`src/lcfp_pkg.sv`:
```
// ----------------------------------------------------------------------------
// LED command frame parser package
// Shared character constants, the result record and the command decoder.
// ----------------------------------------------------------------------------
package lcfp_pkg;

    localparam logic [7:0] CH_OPEN  = 8'h3C;
    localparam logic [7:0] CH_CLOSE = 8'h3E;
    localparam logic [7:0] CH_L     = 8'h4C;
    localparam logic [7:0] CH_ZERO  = 8'h30;
    localparam logic [7:0] CH_NINE  = 8'h39;

    localparam logic [3:0] CODE_F     = 4'd0;
    localparam logic [3:0] CODE_R     = 4'd1;
    localparam logic [3:0] CODE_G     = 4'd2;
    localparam logic [3:0] CODE_B     = 4'd3;
    localparam logic [3:0] CODE_H     = 4'd4;
    localparam logic [3:0] CODE_V     = 4'd5;
    localparam logic [3:0] CODE_T     = 4'd6;
    localparam logic [3:0] CODE_C     = 4'd7;
    localparam logic [3:0] CODE_K     = 4'd8;
    localparam logic [3:0] CODE_P     = 4'd9;
    localparam logic [3:0] CODE_W     = 4'd10;
    localparam logic [3:0] CODE_X     = 4'd11;
    localparam logic [3:0] CODE_I     = 4'd12;
    localparam logic [3:0] CODE_A     = 4'd13;
    localparam logic [3:0] CODE_OTHER = 4'd14;

    localparam int TDATA_W = 32;

    typedef struct packed {
        logic        was_addressed;
        logic [15:0] argument;
        logic [7:0]  command_char;
        logic [3:0]  command_code;
    } result_t;

    function automatic logic [3:0] code_of(input logic [7:0] c);
        logic [3:0] code;
        unique case (c)
            "F":     code = CODE_F;
            "R":     code = CODE_R;
            "G":     code = CODE_G;
            "B":     code = CODE_B;
            "H":     code = CODE_H;
            "V":     code = CODE_V;
            "T":     code = CODE_T;
            "C":     code = CODE_C;
            "K":     code = CODE_K;
            "P":     code = CODE_P;
            "W":     code = CODE_W;
            "X":     code = CODE_X;
            "I":     code = CODE_I;
            "A":     code = CODE_A;
            "a":     code = CODE_A;
            default: code = CODE_OTHER;
        endcase
        return code;
    endfunction

endpackage

```
`src/lcfp_parser.sv`:
```
// ----------------------------------------------------------------------------
// LED command frame parser state machine
// Updates the frame state for each accepted byte and flags a finished frame.
// ----------------------------------------------------------------------------
module lcfp_parser #(
    parameter int FRAME_CAPACITY = 16
) (
    input  logic              clk,
    input  logic              rst_n,
    input  logic              byte_valid,
    input  logic [7:0]        rx_byte,
    input  logic [7:0]        node_address,
    output logic              emit,
    output lcfp_pkg::result_t result
);

    localparam int PosW = $clog2(FRAME_CAPACITY + 1);
    localparam logic [PosW-1:0] PosCap = PosW'(FRAME_CAPACITY);
    localparam logic [PosW-1:0] PosOne = PosW'(1);

    typedef enum logic [2:0] {
        PH_IDLE      = 3'd0,
        PH_WANT_L    = 3'd1,
        PH_WANT_ADDR = 3'd2,
        PH_WANT_CMD  = 3'd3,
        PH_DIGITS    = 3'd4,
        PH_TAIL      = 3'd5,
        PH_SKIP      = 3'd6
    } phase_t;

    phase_t          phase_reg, phase_next;
    logic [PosW-1:0] pos_reg, pos_next;
    logic [7:0]      cmd_reg, cmd_next;
    logic [15:0]     accum_reg, accum_next;
    logic            addr_reg, addr_next;
    logic            emit_next;
    logic            room;
    logic            is_digit;
    logic            is_close;
    logic [7:0]      digit_value;
    logic [15:0]     accum_step;

    assign room        = pos_reg < PosCap;
    assign is_digit    = (rx_byte >= lcfp_pkg::CH_ZERO) && (rx_byte <= lcfp_pkg::CH_NINE);
    assign is_close    = rx_byte == lcfp_pkg::CH_CLOSE;
    assign digit_value = rx_byte - lcfp_pkg::CH_ZERO;
    assign accum_step  = {accum_reg[12:0], 3'b000} + {accum_reg[14:0], 1'b0}
                         + {8'd0, digit_value};

    always_comb
    begin
        phase_next = phase_reg;
        pos_next   = pos_reg;
        cmd_next   = cmd_reg;
        accum_next = accum_reg;
        addr_next  = addr_reg;
        emit_next  = 1'b0;
        if (rx_byte == lcfp_pkg::CH_OPEN)
        begin
            phase_next = PH_WANT_L;
            pos_next   = PosOne;
            cmd_next   = 8'd0;
            accum_next = 16'd0;
            addr_next  = 1'b0;
        end
        else
        begin
            if (room && phase_reg != PH_IDLE)
            begin
                pos_next = pos_reg + PosOne;
            end
            unique case (phase_reg)
                PH_WANT_L:
                begin
                    if (is_close)
                    begin
                        phase_next = PH_IDLE;
                    end
                    else if (rx_byte == lcfp_pkg::CH_L)
                    begin
                        phase_next = PH_WANT_ADDR;
                    end
                    else
                    begin
                        phase_next = PH_SKIP;
                    end
                end
                PH_WANT_ADDR:
                begin
                    if (is_digit)
                    begin
                        if (digit_value == node_address)
                        begin
                            addr_next  = 1'b1;
                            phase_next = PH_WANT_CMD;
                        end
                        else
                        begin
                            phase_next = PH_SKIP;
                        end
                    end
                    else
                    begin
                        cmd_next = rx_byte;
                        if (is_close)
                        begin
                            emit_next  = 1'b1;
                            phase_next = PH_IDLE;
                        end
                        else
                        begin
                            phase_next = PH_DIGITS;
                        end
                    end
                end
                PH_WANT_CMD:
                begin
                    cmd_next = rx_byte;
                    if (is_close)
                    begin
                        emit_next  = 1'b1;
                        phase_next = PH_IDLE;
                    end
                    else
                    begin
                        phase_next = PH_DIGITS;
                    end
                end
                PH_DIGITS:
                begin
                    if (is_close)
                    begin
                        emit_next  = 1'b1;
                        phase_next = PH_IDLE;
                    end
                    else if (room)
                    begin
                        if (is_digit)
                        begin
                            accum_next = accum_step;
                        end
                        else
                        begin
                            phase_next = PH_TAIL;
                        end
                    end
                end
                PH_TAIL:
                begin
                    if (is_close)
                    begin
                        emit_next  = 1'b1;
                        phase_next = PH_IDLE;
                    end
                end
                PH_SKIP:
                begin
                    if (is_close)
                    begin
                        phase_next = PH_IDLE;
                    end
                end
                default:
                begin
                    phase_next = PH_IDLE;
                end
            endcase
        end
    end

    always_ff @(posedge clk or negedge rst_n)
    begin
        if (!rst_n)
        begin
            phase_reg <= PH_IDLE;
            pos_reg   <= '0;
            cmd_reg   <= 8'd0;
            accum_reg <= 16'd0;
            addr_reg  <= 1'b0;
        end
        else if (byte_valid)
        begin
            phase_reg <= phase_next;
            pos_reg   <= pos_next;
            cmd_reg   <= cmd_next;
            accum_reg <= accum_next;
            addr_reg  <= addr_next;
        end
    end

    assign emit                 = byte_valid && emit_next;
    assign result.command_code  = lcfp_pkg::code_of(cmd_next);
    assign result.command_char  = cmd_next;
    assign result.argument      = accum_reg;
    assign result.was_addressed = addr_reg;

`ifndef SYNTHESIS
    a_emit_on_close: assert property (@(posedge clk) disable iff (!rst_n)
        emit |-> is_close)
        else $error("Frame finished on a byte other than the closing mark.");

    a_emit_to_idle: assert property (@(posedge clk) disable iff (!rst_n)
        emit |=> phase_reg == PH_IDLE)
        else $error("Parser did not return to idle after a finished frame.");

    a_open_restarts: assert property (@(posedge clk) disable iff (!rst_n)
        byte_valid && rx_byte == lcfp_pkg::CH_OPEN |=>
        phase_reg == PH_WANT_L && pos_reg == PosOne && accum_reg == 16'd0)
        else $error("Opening mark did not restart the frame.");

    a_pos_bounded: assert property (@(posedge clk) disable iff (!rst_n)
        pos_reg <= PosCap)
        else $error("Frame byte count ran past capacity.");
`endif

endmodule

```
`src/led_command_frame_parser_core.sv`:
```
// ----------------------------------------------------------------------------
// LED command frame parser core
// Parses framed ASCII LED commands; emits at most one decoded command per frame.
// ----------------------------------------------------------------------------
// A result appears on the master side in the cycle after its closing byte
// is taken. Throughput: one byte per cycle through the parser and one output
// register while no pending result is stalled. Reset clears the parser to
// idle, the node address to zero and the output register to empty.
module led_command_frame_parser_core #(
    parameter int FRAME_CAPACITY = 16
) (
    input  logic                         clk,
    input  logic                         rst_n,
    input  logic                         cfg_valid,
    output logic                         cfg_ready,
    input  logic [7:0]                   cfg_data,
    input  logic                         s_tvalid,
    output logic                         s_tready,
    // rx_byte [7:0]
    input  logic [7:0]                   s_tdata,
    output logic                         m_tvalid,
    input  logic                         m_tready,
    // command_code [3:0], command_char [11:4], argument [27:12],
    // was_addressed [28], zero [31:29]
    output logic [lcfp_pkg::TDATA_W-1:0] m_tdata
);

    logic              in_xfer;
    logic              emit;
    lcfp_pkg::result_t result;
    lcfp_pkg::result_t out_reg;
    logic              out_valid_reg;
    logic [7:0]        node_address_reg;

    assign cfg_ready = 1'b1;
    assign s_tready  = !out_valid_reg || m_tready;
    assign in_xfer   = s_tvalid && s_tready;

    always_ff @(posedge clk or negedge rst_n)
    begin
        if (!rst_n)
        begin
            node_address_reg <= 8'd0;
        end
        else if (cfg_valid)
        begin
            node_address_reg <= cfg_data;
        end
    end

    lcfp_parser #(
        .FRAME_CAPACITY (FRAME_CAPACITY)
    ) u_parser (
        .clk          (clk),
        .rst_n        (rst_n),
        .byte_valid   (in_xfer),
        .rx_byte      (s_tdata),
        .node_address (node_address_reg),
        .emit         (emit),
        .result       (result)
    );

    always_ff @(posedge clk or negedge rst_n)
    begin
        if (!rst_n)
        begin
            out_valid_reg <= 1'b0;
        end
        else if (emit)
        begin
            out_valid_reg <= 1'b1;
        end
        else if (m_tready)
        begin
            out_valid_reg <= 1'b0;
        end
    end

    always_ff @(posedge clk)
    begin
        if (emit)
        begin
            out_reg <= result;
        end
    end

    assign m_tvalid = out_valid_reg;
    assign m_tdata  = {{(lcfp_pkg::TDATA_W - $bits(lcfp_pkg::result_t)){1'b0}}, out_reg};

`ifndef SYNTHESIS
    a_no_overwrite: assert property (@(posedge clk) disable iff (!rst_n)
        out_valid_reg && !m_tready |-> !emit)
        else $error("Pending result overwritten by a new frame.");

    a_result_follows_emit: assert property (@(posedge clk) disable iff (!rst_n)
        emit |=> out_valid_reg)
        else $error("Finished frame produced no output transfer.");

    a_hold_while_stalled: assert property (@(posedge clk) disable iff (!rst_n)
        out_valid_reg && !m_tready |=> out_valid_reg && $stable(out_reg))
        else $error("Stalled result changed before its transfer.");
`endif

endmodule
```
`config.mk`:
```
export PLATFORM = sky130hd
export DESIGN_NAME = led_command_frame_parser_core
export DESIGN_NICKNAME = d
export VERILOG_FILES = /design/src/lcfp_pkg.sv /design/src/lcfp_parser.sv /design/src/led_command_frame_parser_core.sv
export SDC_FILE = /design/constraint.sdc
export NUM_CORES = 1
export LEC_CHECK = 0
export BUFFER_PORTS_ARGS = -buffer_cell sky130_fd_sc_hd__buf_2
export CAP_MARGIN = 20
export CORE_UTILIZATION = 50
export CTS_BUF_LIST = sky130_fd_sc_hd__clkbuf_8
export DETAILED_ROUTE_END_ITERATION = 10
export PLACE_DENSITY = 0.7
export SYNTH_ARGS = -nofsm -noshare
export SYNTH_HDL_FRONTEND = slang
export SYNTH_SLANG_ARGS = --single-unit
```
`constraint.sdc`:
```
create_clock -name clk -period 5.65 [get_ports clk]
set_input_delay 1.13 -clock clk [delete_from_list [all_inputs] [get_ports clk]]
set_output_delay 1.13 -clock clk [all_outputs]
set_load 0.02 [all_outputs]
```
; After elaboration in Yosys (flattened, before gate mapping)
; Index checks and enable logic that the tools add are counted.
[op_classes]
muxes = 32
magnitude_cmp = 3
shifts = 0
addsub = 4
mul = 0
eq_ne = 29
n_reduce_logical = 21
n_div = 0
n_bitwise = 0
[ops]
columns = cell, n
row1 = $eq 8x7->1 const B, 16
row2 = $mux 16, 5
row3 = $pmux 4 s14, 1
row4 = $mux 3, 10
row5 = $add 16x16->16, 1
row6 = $add 16x8->16, 1
row7 = $eq 8x6->1 const B, 2
row8 = $mux 8, 2
row9 = $pmux 8 s2, 1
row10 = $pmux 3 s5, 1
row11 = $reduce_bool 2->1, 7
row12 = $mux 5, 2
row13 = $eq 3x3->1 const B, 3
row14 = $mux 1, 9
row15 = $eq 8x8->1, 1
row16 = $ge 8x6->1 const B, 1
row17 = $le 8x6->1 const B, 1
row18 = $reduce_and 4->1, 2
row19 = $sub 8x6->8 const B, 1
row20 = $eq 3x2->1 const B, 2
row21 = $add 5x1->5 const B, 1
row22 = $lt 5x5->1 const B, 1
row23 = $reduce_and 5->1, 1
row24 = $logic_and 1x1->1, 4
row25 = other kinds (12), 13
[word_totals]
latch_bits = 0
n_memories = 0
mem_bits_ro = 0
reg_bits = 71
out_inout_bits = 35
ramBits = 0

; Logic depth before layout (Yosys ltp)
; Gate-level depths: netlist (run 1).
[logic_depth]
word_depth = 8
mapped_depth = 13
mapped_depth_nobuf = 12

; By module
; From an unflattened synthesis (run 1), not the netlist that was laid out.
[hier_totals]
hier_cells = 430
area_unflattened_um2 = 4443.0
[by_module_without_submodules]
columns = module, instances, area_each_um2, cells_each, seq_area_each_um2
row1 = lcfp_parser, 1, 3159.3, 374, 825.8
row2 = led_command_frame_parser_core, 1, 1283.7, 56, 1096.1

; Worst setup path before layout (run 1)
; OpenSTA, ideal clock, no wires.
[synth_timing]
kind = input to register
startpoint = input s_tdata[4]
endpoint = register out_reg (netlist bit m_tdata[0]) (enable)
setup_ps = 462
t_arrival_ps = 4467
t_required_ps = 5188
path_slack_ps = 721
path_stages = 5
n_path_buf = 0
path_cell_list = ha_1 or3b_2 nor3_1 nand2_1 a211oi_1
[synth_between]
elab_chain_cells = 6
elab_cells_between_ends = 10
cone_classes = order compare: 2 / eq/ne: 2 / mux: 4 / reduce/logical: 2
[synth_lines]
columns = element, line_no
row1 = start: declaration, led_command_frame_parser_core.sv:20  ; input logic [7:0] s_tdata,
row2 = $ge 8x6->1 (tied with other cells), lcfp_parser.sv:44  ; assign is_digit = (rx_byte >= lcfp_pkg::CH_ZERO) && (rx_byte <= lcfp_pkg::CH_NINE);
row3 = $logic_and 1x1->1 or $mux 1 (tied branches), -
row4 = $mux 1, lcfp_parser.sv:90  ; if (is_digit)
row5 = $pmux 1 s2, lcfp_parser.sv:72  ; unique case (phase_reg)
row6 = $mux 1 *, lcfp_parser.sv:58  ; if (rx_byte == lcfp_pkg::CH_OPEN)
row7 = $logic_and 1x1->1 *, lcfp_parser.sv:191  ; assign emit = byte_valid && emit_next;
row8 = via emit, led_command_frame_parser_core.sv:29  ; logic emit;
row9 = end signal: assignment, led_command_frame_parser_core.sv:83  ; out_reg <= result;
row10 = end: declaration, led_command_frame_parser_core.sv:31  ; lcfp_pkg::result_t out_reg;
; The timed path passes the listed nets; every way through them passes the cells marked *.
; A chain may end at the register's enable or synchronous reset.

; Worst setup path after layout (run 1)
[layout_timing]
startpoint = input s_tdata[4]
endpoint = register u_parser.accum_reg[15]
[layout_between]
elab_chain_cells = 7
elab_cells_between_ends = 17
cone_classes = add/sub: 2 / order compare: 2 / eq/ne: 3 / mux: 5 / reduce/logical: 5
[layout_lines]
columns = element, line_no
row1 = $sub 8x6->8, lcfp_parser.sv:46  ; assign digit_value = rx_byte - lcfp_pkg::CH_ZERO;
row2 = $add 16x8->16, lcfp_parser.sv:48  ; + {8'd0, digit_value};
row3 = $mux 16, lcfp_parser.sv:138  ; if (is_digit)
row4 = $mux 16, lcfp_parser.sv:136  ; else if (room)
row5 = $mux 16, lcfp_parser.sv:131  ; if (is_close)
row6 = $mux 16, lcfp_parser.sv:72
row7 = $mux 16, lcfp_parser.sv:58
row8 = end signal: assignment, lcfp_parser.sv:186  ; accum_reg <= accum_next;
row9 = end: declaration, lcfp_parser.sv:34  ; logic [15:0] accum_reg, accum_next;
; Parallel ways exist; a longest one is shown, timed or not. The select of a mux whose other input is x is not followed.

==> results.md, run 1 <==
* Status: finished clean
* Async set or reset register ratio after synthesis at 0.592
* Avg WL per Cell at 16.1 um
* DRC viols at 0
* Final #Nets at 540
* Crit Reg-Reg Endpoint: u_parser.accum_reg[15]
* Register-to-Register Path Depth at 10
* Clk Latency, worst-skew pair at 350 ps
* Post-Syn Area at 0.00453 mm^2
* Maxcap violations at 0
* Width of the die at 97.1 um
* GRT overflow at 0
* Area contributors post-synth: dfrtp_1 23%, edfxtp_1 19%, ha_1 6.9%
* Leakage at 2.30 nW
* RSZ-0062 raised after global routing: no
* Hold_buf cts at 0
* Placed cell areas at 0.00482 mm^2
* Synth-to-layout area growth at 11.0%
* Final Skew at 5.99 ps
* Setup violations, final at 0
* CTS clk-pin slew, worst paths at 80 ps
* Starting density of the core at 0.519
* Num CTS Buffers at 9
* Worst-path fanout max at 11
* Largest register FFs at 29
* Post-CTS setup buffers at 0
* Max H-tree Level at 3
* Hold Crit Endpoint: m_tdata[28]
* Crit. Startpoint: s_tdata[4]
* Sequential share of the synthesized area at 0.425
* Synth warn at 0
* Io pins at 56
* CTS tree: built
* Crit Path Class: primary input to register
* Syn Inst Count at 447
* Vias at 3,447
* CTS root buf: clkbuf_8
* Slew headroom at 0.369
* First-pass GRT wire length at 16.6 mm
* Routed wire length at 9.69 mm
* Post-cts resize count at 0
* Largest net degree at the start of global routing at 43
* Number of synthesized flops with an enable pin at 29
* Met2 WL at 4.29 mm
* Most frequent CP cell: inv_1
* Clock sinks at 71
* Count of state elements after synthesis at 71
* RD Place Congestion at 0.993
* Buffers & Inverters on Critical Path at 4
* Synth top area share at 0.232
* Top-count cell post-synth: nand2_1
* Period utilisation layout at 0.672
* Port buffer count at 51
* CP peak stage delay at 470 ps
* Vias in the first global route at 3,333
* Final worst path period need at 3800 ps
* Met3 WL at 537 um
* Critical Path Start Type: primary input
* P per Cell Area at 396 mW/mm^2
* Synth cell types at 66
* Met1 wire length at 4.65 mm
* Post-DP HPWL at 7.03 mm
* Fin Setup TNS at 0 ps
* WP data required at 5900 ps
* Min-delay worst type: register to register
* Hold_sp: u_parser.addr_reg
* Core area at 0.00872 mm^2
* DIE AREA at 0.00944 mm^2
* Fin. Hold Viols at 0
* Maximum VDD drop at 0.165 mV
* Filler cell count at 729
* CTS max path bufs at 2
* Largest delay share family, worst path: compound AO/OA/AOI/OAI gates
* Antenna Cells at 0
* Slowest stage cell, crit path: fa_1
* Die H at 97.1 um
* Post-route cell area at 0.00502 mm^2
* Most used DFF post-synth: dfrtp_1
* Cells along the critical path: buf_2 -> inv_1 -> ha_1 -> inv_1 -> fa_1 -> inv_1 -> ha_1 -> o21ai_0 -> o21a_1 -> o31ai_1 -> o2111ai_1 -> a21o_1 -> a32o_1
* Max Slew Vio Count at 0
* Achievable Freq at 0.263 GHz
* Hold Path Depth at 0
* Gr usage total at 0.219
* WP data arrival at 4040 ps
* R2R setup slack at 2720 ps
* DRT Pass-1 Iters at 4
* CP Capture Type: register
* Vias/cell at 5.74
* Share of cells above drive strength 1 at 0.195
* Synth area leader: dfrtp_1
* Commonest cells post-synth: 49 x nand2_1, 42 x dfrtp_1, 29 x edfxtp_1, 29 x inv_1, 28 x nor2_1
* Antenna-violating nets left at 0
* R2r startpoint: u_parser.accum_reg[2]
* DR top layer: met4
* Initial antenna violation count at 0
* Synth Area per Inst at 10.1 um^2
* Detailed Route Iter0 Violations at 372
* Row cnt at 34
* Worst slew pin tran at 946 ps
how the worst max path moves through the flow:
stage | endpoint | slack (ps) | depth (start not counted)
5_1_grt | u_parser.accum_reg[15] | 1640 | 13
6_report | u_parser.accum_reg[15] | 1850 | 13
3_5_place_dp | u_parser.accum_reg[15] | 1520 | 13
3_3_place_gp | u_parser.accum_reg[15] | 1610 | 13
4_1_cts | u_parser.accum_reg[15] | 1890 | 13
2_1_floorplan | m_tdata[0] | 720 | 5
cell type report:
class / instances / area, um^2 / share of cell area
multi-input combinational: 322 / 2370 / 0.473
sequential: 71 / 1920 / 0.383
timing repair buffer: 55 / 285 / 0.0568
clock inverter: 7 / 73.8 / 0.0147
tap: 108 / 135 / 0.0269
inverter: 29 / 109 / 0.0217
clock buffer: 9 / 124 / 0.0247
through the flow:
stage,util,instances,setup WS [ps],total power [mW],hold slack [ps]
after global routing,0.576,601,1640,2.15,484
after global placement,0.553,584,1610,1.56,452
final,0.576,601,1850,1.99,472
after detailed placement,0.553,584,1520,1.58,456
after CTS,0.575,600,1890,2.00,476
after floorplan,-,449,721,1.41,425
logic make-up after synthesis:
group,count (synthesis),share of synthesized area
compound gates,100,0.160
simple gates,147,0.172
fa+ha+maj,31,0.0957
other cells,2,0.00166
xor+xnor,23,0.0506
flops,71,0.425
buf+inv,56,0.0550
mux,17,0.0404
routing by layer:
layer  GRT usage  up-vias
li1            -     1693
met1       0.320     1616
met2       0.322      116
met3      0.0475       22
met4      0.0781        0
met5           0        -
worst reg2reg max path, stage by stage, from the launching register on:
cell	delay, ps
dfrtp_1	440
inv_1	90
fa_1	530
inv_1	40
ha_1	320
o21ai_0	120
o21a_1	190
o31ai_1	410
o2111ai_1	220
a21o_1	220
a32o_1	240
power breakdown:
group	switching (mW)	total [mW]	internal (mW)
registers	0.132	0.773	0.640
clock network	0.205	0.410	0.204
logic	0.445	0.807	0.362
layout by cell type, fill, tap and decap left out, drive strengths merged, types with 5 or more instances in the layout:
master,count
o21ai,12
xor2,12
edfxtp,29
xnor2,9
nor3,14
buf,55
dfrtp,42
clkbuf,9
ha,25
inv,29
nor2,28
nor4b,6
a22o,6
mux2,10
fa,6
a211oi,5
a31oi,7
nand2,50
mux2i,7
nand3,5
clkinv,5
nor2b,5
a21oi,18
o211ai,6
and3,7
a21o,5
o21a,7
o31ai,7
Power figures use the tool's default switching activity.
==> inputs of run 2 (changes only) <==
==> constraint.sdc (replaced) <==
create_clock -name clk -period 3.5 [get_ports clk]
set_input_delay 0.7 -clock clk [delete_from_list [all_inputs] [get_ports clk]]
set_output_delay 0.7 -clock clk [all_outputs]
set_load 0.02 [all_outputs]
==> run 2 against run 1 <==
Net effect: worst hold slack got worse by 16 ps; routed wire length increased by 7.6%; combinational power increased by 72%; sequential share of layout area decreased by 1.3 points; final area increased by 3.4%; utilization increased by 2.0 points; critical endpoint unchanged; largest cell class unchanged; largest power group unchanged; highest routed layer unchanged.
==> results.md, run 2 (synthesized netlist as in run 1, its figures left out) <==
* Max Slew Vio Count at 0 (unchanged)
* WP data required at 3750 ps (-2150 ps)
* Post-DP HPWL at 7.61 mm (+8.2%)
* Vias in the first global route at 3,552 (+6.6%)
* Setup violations, final at 0 (unchanged)
* Vias/cell at 5.75 (+0.23%)
* Synth-to-layout area growth at 14.8%
* Hold Crit Endpoint: m_tdata[28]
* Multi-input logic area at 0.00237 mm^2 (unchanged)
* Register area at 0.00192 mm^2 (unchanged)
* Core area at 0.00872 mm^2 (unchanged)
* Hold_buf cts at 0 (unchanged)
* CP peak stage delay at 470 ps (about the same)
* Maximum VDD drop at 0.334 mV (+100%)
* Achievable Freq at 0.312 GHz
* Period utilisation layout at 0.917
* Post-cts resize count at 0 (unchanged)
* Vias at 3,570 (+3.6%)
* Worst slew pin tran at 961 ps (+15.1 ps)
* Crit Path Class: primary input to register
* DIE AREA at 0.00944 mm^2 (unchanged)
* Leakage at 2.42 nW (+4.9%)
* CTS root buf: clkbuf_8
* Io pins at 56 (unchanged)
* Post-CTS setup buffers at 0 (unchanged)
* P per Cell Area at 652 mW/mm^2 (+65%)
* Share of cells above drive strength 1 at 0.226 (+0.0314)
* Antenna-violating nets left at 0 (unchanged)
* Clk Latency, worst-skew pair at 360 ps (about the same)
* Antenna Cells at 0 (unchanged)
* Port buffer count at 51 (unchanged)
* CTS clk-pin slew, worst paths at 80 ps (about the same)
* Cell Count Post-Placement at 605 (+3.6%)
* Detailed Route Iter0 Violations at 182 (-51%)
* Status: finished clean
* Hold Path Depth at 0 (unchanged)
* Slew headroom at 0.359 (-0.0100)
* Initial antenna violation count at 0 (unchanged)
* Total Power at 3.39 mW (+70%)
* Filler cell count at 732 (+0.41%)
* DRC viols at 0 (unchanged)
* Critical Path Start Type: primary input
* Die H at 97.1 um (unchanged)
* Gr usage total at 0.238 (+0.0187)
* Starting density of the core at 0.519 (unchanged)
* RSZ-0062 raised after global routing: no
* Maxcap violations at 0 (unchanged)
* Final #Nets at 560 (+3.7%)
* R2r startpoint: u_parser.accum_reg[2]
* Utilization after layout at 0.596 (+0.0198)
* R2R setup slack at 570 ps (-2150 ps)
* Routed wire length at 10.4 mm (+7.6%)
* Clock sinks at 71 (unchanged)
* GRT overflow at 0 (unchanged)
* WP data arrival at 3460 ps (-580 ps)
* Crit Reg-Reg Endpoint: u_parser.accum_reg[15]
* RD Place Congestion at 0.901 (-9.3%)
* Final Skew at 11.2 ps (+5.23 ps)
* First-pass GRT wire length at 17.8 mm (+7.5%)
* Most frequent CP cell: inv_1
* DRT Pass-1 Iters at 4 (unchanged)
* Cell Count, Final, Fillers Out at 621 (+3.3%)
* Register-to-Register Path Depth at 10 (unchanged)
* Commonest non-fill, non-tap cell in the layout: buf_2
* Cells along the critical path: buf_2 -> inv_1 -> ha_1 -> inv_1 -> fa_1 -> inv_1 -> ha_1 -> o21ai_0 -> o21a_1 -> o31ai_1 -> o2111ai_1 -> a21o_1 -> a32o_1
* Final worst path period need at 3210 ps
* CTS max path bufs at 2 (unchanged)
* Max H-tree Level at 3 (unchanged)
* Avg WL per Cell at 16.8 um (+4.1%)
* Width of the die at 97.1 um (unchanged)
* CTS tree: built
* CP Capture Type: register
* Min-delay worst type: register to register
* Buffers & Inverters on Critical Path at 4 (unchanged)
* Fin. Hold Viols at 0 (unchanged)
* Hold_sp: u_parser.addr_reg
* Largest register FFs at 29 (unchanged)
* Dpl ws at -3.62 ps (-1520 ps)
* Num CTS Buffers at 9 (unchanged)
* Row cnt at 34 (unchanged)
* Final worst slack at 291 ps (-1560 ps)
* Slowest stage cell, crit path: fa_1
* Worst-path fanout max at 4 (-7)
* Largest net degree at the start of global routing at 43 (unchanged)
* Most frequent cells in the layout: 51 x buf_2, 49 x nand2_1, 42 x dfrtp_1
* Largest delay share family, worst path: compound AO/OA/AOI/OAI gates
[run 2: cell count changes in the layout (fill, tap and decap cells not counted)]
cell and change:
buf_4 +20, bufinv_16 +1, clkinv_4 -1, clkinvlp_4 -1, inv_6 +1
[run 2: where the power goes]
part           internal, mW  switching, mW  leakage, nW
clock network         0.403          0.333        0.114
logic                 0.643          0.749         1.48
registers              1.03          0.227        0.818
total                  2.08           1.31         2.42
[run 2: final cells by class]
cell class              count  share of cell area
inverters                  29              0.0209
well taps                 108              0.0260
multi-input cells         322               0.457
flip-flops and latches     71               0.370
clock buffers               9              0.0238
clock inverters             7              0.0185
repair buffers             75              0.0838
[run 2: per-stage QoR]
| stage | hold slack, ps | instance area, um^2 | setup TNS, ps |
|---|---|---|---|
| after global placement | 443 | 4980 | 0 |
| after detailed placement | 434 | 4980 | -3.62 |
| after global routing | 486 | 5200 | 0 |
| after floorplan | 404 | 4540 | 0 |
| after CTS | 456 | 5200 | 0 |
| final | 456 | 5200 | 0 |
[run 2: worst register-to-register path, delay by kind of cell (launching register included)]
family	cells	cell delay (ps)
buffers and inverters	2	140
adder cells (fa/ha/maj)	2	830
flip-flops	1	450
AO/OA/AOI/OAI	6	1410
[run 2: worst max path at each step]
stage                          start                endpoint  slack, ps  cells past startpoint
after detailed placement  s_tdata[5]  u_parser.accum_reg[15]         -4                     13
after global routing      s_tdata[5]  u_parser.accum_reg[13]        130                     14
final                     s_tdata[5]  u_parser.accum_reg[15]        290                     13
after global placement    s_tdata[5]  u_parser.accum_reg[15]        110                     13
after CTS                 s_tdata[5]  u_parser.accum_reg[15]        320                     13
after floorplan           s_tdata[4]  u_parser.accum_reg[15]          3                     13
[run 2: layer usage]
metal  GRT usage  vias up  share of wire
met1       0.334     1700           0.48
li1            -     1744              -
met5           0        -              0
met4      0.0815        0          0.018
met2       0.368      113           0.45
met3      0.0489       13          0.048
